==> src/sv/htfc_pkg.sv <==
// Package for the humidity/temperature frame checker.
// Holds reply kinds, conversion constants, the CRC-8 step function and the result struct.
// No dependencies.
`default_nettype none

package htfc_pkg;

  // Measurement kinds carried in the kind bit
  typedef enum logic {
    KIND_TEMP  = 1'b0,
    KIND_HUMID = 1'b1
  } kind_t;

  localparam int unsigned READING_W = 12;
  localparam int unsigned COUNT_W   = 4;

  // CRC-8, polynomial 0x31, init 0x00, MSB first, no final xor
  localparam logic [7:0] CRC_POLY = 8'h31;
  localparam logic [7:0] CRC_INIT = 8'h00;

  // Raw word that the sensor returns when the bus floats
  localparam logic [15:0] RAW_INVALID = 16'hffff;

  // Scaling: value = ((raw & mask) * coef >> 16) - offset
  localparam logic [15:0] TEMP_MASK    = 16'hfffc;
  localparam logic [15:0] HUMID_MASK   = 16'hfff0;
  localparam logic [10:0] TEMP_COEF    = 11'd1757;
  localparam logic [10:0] HUMID_COEF   = 11'd1250;
  localparam logic signed [READING_W-1:0] TEMP_OFFSET  = 12'sd468;
  localparam logic signed [READING_W-1:0] HUMID_OFFSET = 12'sd60;
  localparam logic signed [READING_W-1:0] FAIL_VALUE   = -12'sd999;

  localparam logic [COUNT_W-1:0] LIMIT_RESET = 4'd10;

  // Result of checking and scaling one reply
  typedef struct packed {
    logic                        ok;
    logic signed [READING_W-1:0] reading;
  } conv_res_t;

  // One byte through the CRC shift register
  function automatic logic [7:0] crc_byte(input logic [7:0] crc_in, input logic [7:0] b);
    logic [7:0] c;
    c = crc_in ^ b;
    for (int k = 0; k < 8; k++) begin
      if (c[7]) begin
        c = {c[6:0], 1'b0} ^ CRC_POLY;
      end else begin
        c = {c[6:0], 1'b0};
      end
    end
    return c;
  endfunction

endpackage

`default_nettype wire

==> src/sv/humidity_temp_frame_checker_unit.sv <==
// Top level of the humidity/temperature frame checker.
// Uses htfc_pkg and htfc_convert.
//
// Channel | Dir | tdata                                     | tuser
// --------+-----+-------------------------------------------+---------------------------
// in_     | in  | [7:0] high, [15:8] low, [23:16] check     | [0] kind, [1] no_reply
// out_    | out | [11:0] reading, [12] sensor_reset_request | [0] reading_ok
// cfg_    | in  | cfg_wr_data = fail_limit (4 bits)         | -
//
// Two register stages: an input register and a result register, with the check, CRC and
// scaling between them. One request per cycle is accepted while the output is not stalled;
// a request goes from the input register into the result register, which drives out_tvalid.
// Failure counters update as a request moves into the result register. A stalled output
// holds the result while the input register takes one more request. Reset (rst_n low,
// synchronous) clears both valids, the counters and sets fail_limit to 10.
`default_nettype none

module humidity_temp_frame_checker_unit
  import htfc_pkg::*;
(
  input  wire logic        clk,
  input  wire logic        rst_n,
  // input channel
  input  wire logic        in_tvalid,
  output logic             in_tready,
  input  wire logic [23:0] in_tdata,   // [7:0] high_byte, [15:8] low_byte, [23:16] check_byte
  input  wire logic [1:0]  in_tuser,   // [0] kind, [1] no_reply
  // result channel
  output logic             out_tvalid,
  input  wire logic        out_tready,
  output logic [15:0]      out_tdata,  // [11:0] reading, [12] sensor_reset_request, rest 0
  output logic [0:0]       out_tuser,  // [0] reading_ok
  // configuration
  input  wire logic        cfg_wr_en,
  input  wire logic [3:0]  cfg_wr_data
);

  logic               s1_valid_r, s1_valid_nxt;
  logic [23:0]        s1_data_r;
  logic [1:0]         s1_user_r;
  logic               out_valid_r, out_valid_nxt;
  logic               out_ok_r;
  logic [READING_W-1:0] out_reading_r;
  logic               out_req_r;
  logic [COUNT_W-1:0] fail_limit_r;
  logic [COUNT_W-1:0] temp_cnt_r, temp_cnt_nxt;
  logic [COUNT_W-1:0] humid_cnt_r, humid_cnt_nxt;

  logic               adv;
  logic               in_acc;
  conv_res_t          res;
  logic [COUNT_W-1:0] cur_cnt;
  logic [COUNT_W:0]   inc_cnt;
  logic               req;
  logic [COUNT_W-1:0] new_cnt;

  // Handshake: result register drains, input register refills in the same cycle
  assign adv       = s1_valid_r && (!out_valid_r || out_tready);
  assign in_tready = !s1_valid_r || adv;
  assign in_acc    = in_tvalid && in_tready;

  assign s1_valid_nxt  = in_acc ? 1'b1 : (adv ? 1'b0 : s1_valid_r);
  assign out_valid_nxt = adv ? 1'b1 : ((out_valid_r && out_tready) ? 1'b0 : out_valid_r);

  // Check and scale the held request
  htfc_convert u_conv (
    .kind       (s1_user_r[0]),
    .no_reply   (s1_user_r[1]),
    .high_byte  (s1_data_r[7:0]),
    .low_byte   (s1_data_r[15:8]),
    .check_byte (s1_data_r[23:16]),
    .res        (res)
  );

  // Consecutive-failure counter for the kind of the held request
  always_comb begin
    cur_cnt = s1_user_r[0] ? humid_cnt_r : temp_cnt_r;
    inc_cnt = {1'b0, cur_cnt} + 5'd1;
    req     = !res.ok && (inc_cnt >= {1'b0, fail_limit_r});
    new_cnt = (res.ok || req) ? '0 : inc_cnt[COUNT_W-1:0];
    temp_cnt_nxt  = temp_cnt_r;
    humid_cnt_nxt = humid_cnt_r;
    if (adv) begin
      if (s1_user_r[0]) begin
        humid_cnt_nxt = new_cnt;
      end else begin
        temp_cnt_nxt = new_cnt;
      end
    end
  end

  // Control state
  always_ff @(posedge clk) begin
    if (!rst_n) begin
      s1_valid_r   <= 1'b0;
      out_valid_r  <= 1'b0;
      temp_cnt_r   <= '0;
      humid_cnt_r  <= '0;
      fail_limit_r <= LIMIT_RESET;
    end else begin
      s1_valid_r  <= s1_valid_nxt;
      out_valid_r <= out_valid_nxt;
      temp_cnt_r  <= temp_cnt_nxt;
      humid_cnt_r <= humid_cnt_nxt;
      if (cfg_wr_en) begin
        fail_limit_r <= cfg_wr_data;
      end
    end
  end

  // Payload registers
  always_ff @(posedge clk) begin
    if (in_acc) begin
      s1_data_r <= in_tdata;
      s1_user_r <= in_tuser;
    end
    if (adv) begin
      out_ok_r      <= res.ok;
      out_reading_r <= res.reading;
      out_req_r     <= req;
    end
  end

  assign out_tvalid = out_valid_r;
  assign out_tdata  = {3'b000, out_req_r, out_reading_r};
  assign out_tuser  = out_ok_r;

  // A held request never drops without moving on
  a_s1_hold: assert property (@(posedge clk) disable iff (!rst_n)
    (s1_valid_r && !adv) |=> s1_valid_r)
    else $error("input register lost a request");

  // A good reading never comes with a reset request
  a_ok_no_req: assert property (@(posedge clk) disable iff (!rst_n)
    out_tvalid |-> !(out_tuser[0] && out_tdata[12]))
    else $error("reset request on a good reading");

  // Failed reading carries the failure value
  a_fail_value: assert property (@(posedge clk) disable iff (!rst_n)
    (out_tvalid && !out_tuser[0]) |-> (out_tdata[11:0] == FAIL_VALUE))
    else $error("failed reading without failure value");

  // Success or reset request clears the counter of that kind
  a_temp_clear: assert property (@(posedge clk) disable iff (!rst_n)
    (adv && !s1_user_r[0] && (res.ok || req)) |=> (temp_cnt_r == '0))
    else $error("temperature failure count not cleared");

  a_humid_clear: assert property (@(posedge clk) disable iff (!rst_n)
    (adv && s1_user_r[0] && (res.ok || req)) |=> (humid_cnt_r == '0))
    else $error("humidity failure count not cleared");

endmodule

`default_nettype wire

==> src/sv/htfc_convert.sv <==
// Reply checker and scaler: CRC-8 check, invalid-word check and fixed-point scaling.
// Combinational; uses htfc_pkg.
`default_nettype none

module htfc_convert
  import htfc_pkg::*;
(
  input  wire logic       kind,
  input  wire logic       no_reply,
  input  wire logic [7:0] high_byte,
  input  wire logic [7:0] low_byte,
  input  wire logic [7:0] check_byte,
  output conv_res_t       res
);

  logic [15:0] raw;
  logic [7:0]  crc;
  logic [15:0] masked;
  logic [10:0] coef;
  logic [26:0] prod;
  logic signed [READING_W-1:0] scaled;
  logic signed [READING_W-1:0] offset;

  // Check byte over both data bytes
  assign raw = {high_byte, low_byte};
  assign crc = crc_byte(crc_byte(CRC_INIT, high_byte), low_byte);

  // Select mask, coefficient and offset by kind
  always_comb begin
    unique case (kind_t'(kind))
      KIND_TEMP: begin
        masked = raw & TEMP_MASK;
        coef   = TEMP_COEF;
        offset = TEMP_OFFSET;
      end
      KIND_HUMID: begin
        masked = raw & HUMID_MASK;
        coef   = HUMID_COEF;
        offset = HUMID_OFFSET;
      end
      default: begin
        masked = raw & TEMP_MASK;
        coef   = TEMP_COEF;
        offset = TEMP_OFFSET;
      end
    endcase
  end

  // 16x11 multiply, keep integer part (max 1756 fits 11 bits)
  assign prod   = {11'd0, masked} * {16'd0, coef};
  assign scaled = $signed({1'b0, prod[26:16]}) - offset;

  always_comb begin
    res.ok      = !no_reply && (crc == check_byte) && (raw != RAW_INVALID);
    res.reading = res.ok ? scaled : FAIL_VALUE;
  end

endmodule

`default_nettype wire
==> config.mk <==
export PLATFORM = sky130hd
export DESIGN_NAME = humidity_temp_frame_checker_unit
export DESIGN_NICKNAME = d
export VERILOG_FILES = /design/src/sv/htfc_pkg.sv /design/src/sv/humidity_temp_frame_checker_unit.sv /design/src/sv/htfc_convert.sv
export SDC_FILE = /design/constraint.sdc
export NUM_CORES = 1
export LEC_CHECK = 0
export BUFFER_PORTS_ARGS = -buffer_cell sky130_fd_sc_hd__buf_2
export CAP_MARGIN = 20
export CORE_MARGIN = 3
export CORE_UTILIZATION = 50
export DETAILED_ROUTE_END_ITERATION = 7
export HOLD_SLACK_MARGIN = 0.08
export PLACE_DENSITY = 0.68
export SYNTH_ARGS = -nofsm -noshare
export SYNTH_HDL_FRONTEND = slang
export SYNTH_SLANG_ARGS = --single-unit
==> constraint.sdc <==
create_clock -name clk -period 12 [get_ports clk]
set_clock_uncertainty 0.2 [all_clocks]
set_input_delay 0.6 -clock clk [delete_from_list [all_inputs] [get_ports clk]]
set_output_delay 0.6 -clock clk [all_outputs]
set_load 0.01 [all_outputs]
==> reports/metrics.yaml, run 1 <==
cellPowerDensity_nw_per_um2: 238
crit_required_ns: 11.86
cpPeakStageDelay_ns: 0.54
ys_seq_elements: 54
drv_slew: 0
cts_sinks: 54
crit_path_frequent_cell: "fa_1"
hp-class: "primary input to flip-flop"
drv_cap: 0
synth_cell_types: 54
net-switching-power_mw: 0.860
max_freq_ghz: 0.118
cts_inserted_buffers: 5
clockBufferDepth: 2
drc: 0
max_slew_margin_pct: 24.9
worstSetupEndpointType: "flip-flop"
layout_common_cells: "inv_1, ha_1, fa_1"
post_cts_buffers: 0
final_common_cell: "inv_1"
worstPathArrival_ns: 8.37
crit_type: "flip-flop to flip-flop"
root_buffer: "clkbuf_16"
synthTopCellsByArea: "fa_1, edfxtp_1, ha_1"
p_leak_nw: 3.69
port_buffers: 50
fin_crit_sh_pct: 70.9
avgViaCountPerCell: 5.19
fp.dieW_um: 122
nFillCells: 1136
crit_slowest_cell: "inv_1"
p_sw_share_pct: 49.2
post-route-min-period_ns: 8.51
cts_tree: "yes"
routedWlPerCell_um: 15.8
yosys.area.top_type: "fa_1"
grt_start_max_net_pins: 40
fin_nets: 929
start_kind: "flip-flop"
comb_power_share_pct: 77.8
final-hold-violation-count: 0
cts_resized: 0
die-area_um2: 15000
yosys.area.top_type_share_pct: 23.9
synth.avg_cell_area_um2: 9.97
grt_pass1_vias: 4829
grt_antenna_before_repair: 0
dp_hpwl_um: 11900
io_pins: 54
ys.flop_type: "edfxtp_1"
vias: 4657
drive_gt1_share_pct: 10.1
clk_pin_slew_ns: 0.07
final_util_pct: 56.8
clock_latency_ns: 0.30
critPathMaxFanout: 39
synth-edff-count: 40
worstMarginPinSlew_ns: 1.13
syn_area_um2: 6780
hold_buffers: 0
p_clk_share_pct: 9.6
tns_ns: 0
status: "complete, no violations"
seq_area_frac_synth_pct: 21.9
setup_violations: 0
yosys_warnings: 0
diodes: 0
internal_power_mw: 0.886
ant_nets: 0
grt_first_pass_wirelength_um: 23800
rsz0062_at_grt: "no"
hold_slack_ns: 0.272
pwr-share-seq_pct: 12.6
grt_overflow: 0
wirelength_um: 14200
grt_usage_pct: 20.3
core.rowCount: 41
gp_congestion: 0.900
first_pass_iters: 5
coreArea_um2: 12900
die_h_um: 122
drt_iter0_drc: 264
initial_core_util_pct: 52.4
ir_drop_mv: 0.151
synthCells: 680
async_flop_share_pct: 0
syn_to_final_growth_pct: 8.40
htreeDepth: 2
==> flip-flops by register name, indices dropped and copies added, names as in the netlist <==
name / flops
s1_data_r: 24
out_reading_r: 12
fail_limit_r: 4
humid_cnt_r: 4
temp_cnt_r: 4
s1_user_r: 2
out_req_r: 1
out_tuser: 1
out_tvalid: 1
s1_valid_r: 1
==> worst paths after layout <==
check / startpoint / endpoint / slack [ns] / cells after the start
hold / removal: in_tdata[20] / s1_data_r[20] / 0.27 / 1
hold reg to reg: temp_cnt_r[1] / temp_cnt_r[1] / 0.27 / 2
setup / recovery: s1_user_r[0] / out_reading_r[10] / 3.49 / 26
setup reg to reg: s1_user_r[0] / out_reading_r[10] / 3.49 / 26
==> final cells by class <==
cell class                      instances  area, um^2  share of cell area, %
Inverter                              142         533                   7.25
Clock inverter                          2        37.5                  0.511
Sequential cell                        54        1480                   20.2
Multi-Input combinational cell        469        4680                   63.7
Tap cell                              172         215                   2.93
Clock buffer                            6         129                   1.75
Timing Repair Buffer                   52         273                   3.71
==> critical path: cells and delay by family (launching register included) <==
family | cells | cell delay [ns]
adders and majority gates | 7 | 3.21
AOI/OAI and AO/OA | 8 | 1.98
buffers and inverters | 6 | 1.24
and+or+nand+nor | 4 | 1.15
DFF | 1 | 0.36
xor gates and xnor gates | 1 | 0.13
==> kinds of logic (layout without fill, tap and decap cells) <==
kind of cell / after synthesis / count (layout) / synth area share (%)
adder cells (fa/ha/maj): 170 / 170 / 40.4
XOR/XNOR: 61 / 61 / 9.03
other: 2 / 8 / 0.111
multiplexers: 8 / 8 / 1.29
flip-flops: 54 / 54 / 21.9
buffers and inverters: 163 / 202 / 9.45
AND/OR/NAND/NOR: 155 / 155 / 11.2
AO/OA/AOI/OAI: 67 / 67 / 6.68
==> cells in the mapped netlist, types with 12 or more instances <==
library cell and n:
nor2b_1 12, nand2_1 50, inv_1 141, ha_1 89
xnor2_1 40, a21oi_1 15, nor2_1 34, o21ai_0 13
xor2_1 15, fa_1 81, edfxtp_1 40, dfxtp_1 14
==> power by group through the flow <==
stage                     Clock [mW]  Sequential [mW]  Combinational [mW]
final                          0.167            0.221                1.36
after global routing           0.178            0.222                1.55
after CTS                      0.172            0.221                1.36
after floorplan                    0            0.220                1.08
after global placement             0            0.225                1.31
after detailed placement           0            0.225                1.35
==> metrics by stage <==
| stage | total power [mW] | instances | cell area [um^2] | setup WS (ns) |
|---|---|---|---|---|
| 2_1_floorplan | 1.30 | 686 | 6800 | 3.92 |
| 6_report | 1.75 | 897 | 7350 | 3.49 |
| 4_1_cts | 1.75 | 896 | 7330 | 3.48 |
| 5_1_grt | 1.95 | 897 | 7350 | 2.93 |
| 3_5_place_dp | 1.57 | 888 | 7170 | 3.51 |
| 3_3_place_gp | 1.53 | 888 | 7170 | 3.68 |
==> per-layer routing <==
metal  global-route usage [%]  vias up  share of wire (%)
met5                        0        -                  0
met4                     4.62        0                1.4
met3                     2.90       18                4.2
met2                     33.8      114                 49
met1                     28.5     2278                 46
li1                         -     2247                  -
Power figures use the tool's default switching activity.
==> run 2, diff against run 1 <==
--- a/config.mk
+++ b/config.mk
@@ -5,6 +5,7 @@
 export SDC_FILE = /design/constraint.sdc
 export NUM_CORES = 1
 export LEC_CHECK = 0
+export ABC_AREA = 1
 export BUFFER_PORTS_ARGS = -buffer_cell sky130_fd_sc_hd__buf_2
 export CAP_MARGIN = 20
 export CORE_MARGIN = 3
==> constraint.sdc (replaced) <==
create_clock -name clk -period 8.48 [get_ports clk]
set_clock_uncertainty 0.2 [all_clocks]
set_input_delay 0.424 -clock clk [delete_from_list [all_inputs] [get_ports clk]]
set_output_delay 0.424 -clock clk [all_outputs]
set_load 0.01 [all_outputs]
==> run 2 against run 1 <==
Against the previous run:
- cell count up 23%
- largest cell class unchanged
- synthesized area is 6.6% higher
- critical path type unchanged
- wire length up 6.8%
- global-route usage increased by 0.057 points
- largest power group unchanged
==> reports/metrics.yaml, run 2 <==
hold_buffers: 0  # unchanged
gp_congestion: 0.916  # was 0.900
net-switching-power_mw: 1.41  # was 0.860 mW
seq_area_frac_synth_pct: 20.5  # was 21.9%
clockBufferDepth: 2  # unchanged
max_slew_margin_pct: 33.0  # was 24.9%
largest_reg_flops: 24  # unchanged
synth_most_common_cell: "inv_1"  # unchanged
worstPathArrival_ns: 6.96  # was 8.37 ns
async_flop_share_pct: 0  # unchanged
syn_to_final_growth_pct: 8.62  # was 8.40%
synth_cell_types: 42  # was 54
max_freq_ghz: 0.141  # was 0.118 GHz
final_common_cell: "inv_1"  # unchanged
top_register: "s1_data_r"  # unchanged
die-area_um2: 15900  # was 15000 um^2
syn_area_um2: 7230  # was 6780 um^2
vias: 5553  # was 4657
cts_sinks: 54  # unchanged
grt_pass1_vias: 5522  # was 4829
cts_tree: "yes"  # unchanged
diodes: 0  # unchanged
post_cts_buffers: 0  # unchanged
clock_latency_ns: 0.30  # about the same
internal_power_mw: 1.23  # was 0.886 mW
cts_inserted_buffers: 5  # unchanged
pwr-share-seq_pct: 11.9  # was 12.6%
synth.avg_cell_area_um2: 8.31  # was 9.97 um^2
first_pass_iters: 5  # unchanged
design_area_um2: 7850  # was 7350 um^2
largestRegisters: "s1_data_r (24), out_reading_r (12)"  # unchanged
dp_slack_ns: 1.39  # was 3.51 ns
yosys.area.top_type_share_pct: 22.4  # was 23.9%
synth-edff-count: 40  # unchanged
nFillCells: 1317  # was 1136
status: "complete, no violations"  # unchanged
dp_hpwl_um: 13100  # was 11900 um
regArea_um2: 1480  # unchanged
cts_resized: 0  # unchanged
drv_slew: 0  # unchanged
post-route-min-period_ns: 7.10  # was 8.51 ns
fp.dieW_um: 126  # was 122 um
grt_start_max_net_pins: 27  # was 40
coreArea_um2: 14000  # was 12900 um^2
hold_slack_ns: 0.0900  # was 0.272 ns
htreeDepth: 2  # unchanged
routedWlPerCell_um: 13.7  # was 15.8 um
ys.flop_type: "edfxtp_1"  # unchanged
synthCells: 870  # was 680
port_buffers: 50  # unchanged
ir_drop_mv: 0.599  # was 0.151 mV
comb_power_share_pct: 79.8  # was 77.8%
synthTopCellsByArea: "fa_1, edfxtp_1, ha_1"  # unchanged
crit_type: "flip-flop to flip-flop"  # unchanged
critPathMaxFanout: 22  # was 39
rsz0062_at_grt: "no"  # unchanged
crit_required_ns: 8.34  # was 11.86 ns
post_dp_cell_area_um2: 7670  # was 7170 um^2
grt_antenna_before_repair: 1  # was 0
root_buffer: "clkbuf_16"  # unchanged
initial_core_util_pct: 51.7  # was 52.4%
drc: 0  # unchanged
final-hold-violation-count: 0  # unchanged
die_h_um: 126  # was 122 um
cellPowerDensity_nw_per_um2: 336  # was 238 nW/um^2
ys_seq_elements: 54  # unchanged
worstSetupEndpointType: "flip-flop"  # unchanged
cpPeakStageDelay_ns: 0.68  # was 0.54 ns
multi_input_area_um2: 4970  # was 4680 um^2
layout_common_cells: "inv_1, nand2_1, ha_1"  # was inv_1, ha_1, fa_1
p_clk_share_pct: 8.3  # was 9.6%
start_kind: "flip-flop"  # unchanged
yosys.area.top_type: "fa_1"  # unchanged
grt_overflow: 0  # unchanged
core.rowCount: 43  # was 41
tns_ns: 0  # unchanged
crit_slowest_cell: "edfxtp_1"  # was inv_1
worstMarginPinSlew_ns: 1.00  # was 1.13 ns
synth_commonest_cells: "inv_1, nand2_1, ha_1, fa_1, nand3_1"  # was inv_1, ha_1, fa_1, nand2_1
crit_path_frequent_cell: "inv_1"  # was fa_1
drv_cap: 0  # unchanged
wirelength_um: 15200  # was 14200 um
hp-class: "primary input to flip-flop"  # unchanged
p_sw_share_pct: 53.4  # was 49.2%
fin_ws_ns: 1.38  # was 3.49 ns
avgViaCountPerCell: 5.02  # was 5.19
grt_usage_pct: 20.4  # was 20.3%
yosys_warnings: 0  # unchanged
drive_gt1_share_pct: 10.5  # was 10.1%
clk_pin_slew_ns: 0.08  # was 0.07 ns
setup_violations: 0  # unchanged
fin_nets: 1131  # was 929
fin_crit_sh_pct: 83.8  # was 70.9%
p_leak_nw: 4.22  # was 3.69 nW
ant_nets: 0  # unchanged
grt_first_pass_wirelength_um: 26700  # was 23800 um
io_pins: 54  # unchanged
drt_iter0_drc: 307  # was 264
[run 2: changes by cell type after synthesis, moves of 7 or more]
cell | previous run | this run
a21o_1 | 11 | 3
a21oi_1 | 15 | 42
inv_1 | 141 | 186
inv_2 | 1 | 8
nand2_1 | 50 | 167
nand2_2 | 0 | 12
nand2b_1 | 7 | 0
nand3_1 | 11 | 61
nor2_1 | 34 | 53
nor2b_1 | 12 | 0
o21ai_0 | 13 | 29
xnor2_1 | 40 | 11
[run 2: per-layer routing]
metal	track usage, %	routed length, um
met5	0	7
met4	4.73	230
met3	3.05	819
met2	33.1	7190
met1	29.0	6900
[run 2: cell type report]
| cell class | count | share of cell area, % |
|---|---|---|
| sequential | 54 | 18.9 |
| multi-input combinational | 616 | 63.3 |
| clock inverter | 3 | 0.367 |
| clock buffer | 5 | 1.59 |
| timing repair buffer | 53 | 3.54 |
| inverter | 196 | 9.44 |
| tap | 180 | 2.87 |
[run 2: final timing paths]
check,start,endpoint,slack [ns],cells after the start
min reg2reg,fail_limit_r[2],fail_limit_r[2],0.28,2
max reg2reg,s1_user_r[0],out_reading_r[10],1.38,31
min,in_tdata[19],s1_data_r[19],0.09,1
max,s1_user_r[0],out_reading_r[10],1.38,31
[run 2: power groups by stage]
stage / logic (mW) / clock network [mW] / registers (mW)
floorplan: 1.67 / 0 / 0.315
global placement: 2.10 / 0 / 0.320
detailed placement: 2.11 / 0 / 0.320
CTS: 2.12 / 0.225 / 0.314
global route: 2.47 / 0.236 / 0.316
finish: 2.11 / 0.220 / 0.314
[run 2: stage by stage]
stage	instances	util [%]	total power, mW
finish	1107	56.1	2.64
global route	1107	56.1	3.03
CTS	1105	56.0	2.66
detailed placement	1097	54.9	2.43
global placement	1097	54.9	2.42
floorplan	876	-	1.99
[run 2: logic make-up (layout without fill, tap and decap cells)]
kind of cell	count (synthesis)	in the layout	synth area share (%)
buffers and inverters	206	257	11.0
other	2	8	0.104
flip-flops	54	54	20.5
multiplexers	1	1	0.139
XOR/XNOR	29	29	3.72
adder cells (fa/ha/maj)	170	170	37.9
AO/OA/AOI/OAI	88	88	6.74
AND/OR/NAND/NOR	320	320	19.9
[run 2: critical path, delay by kind of cell (launching register included)]
family / cells / cell delay (ns)
simple gates: 10 / 1.12
compound gates: 6 / 1.03
xor+xnor: 1 / 0.13
flops: 1 / 0.68
buf+inv: 7 / 0.49
fa+ha+maj: 7 / 3.21
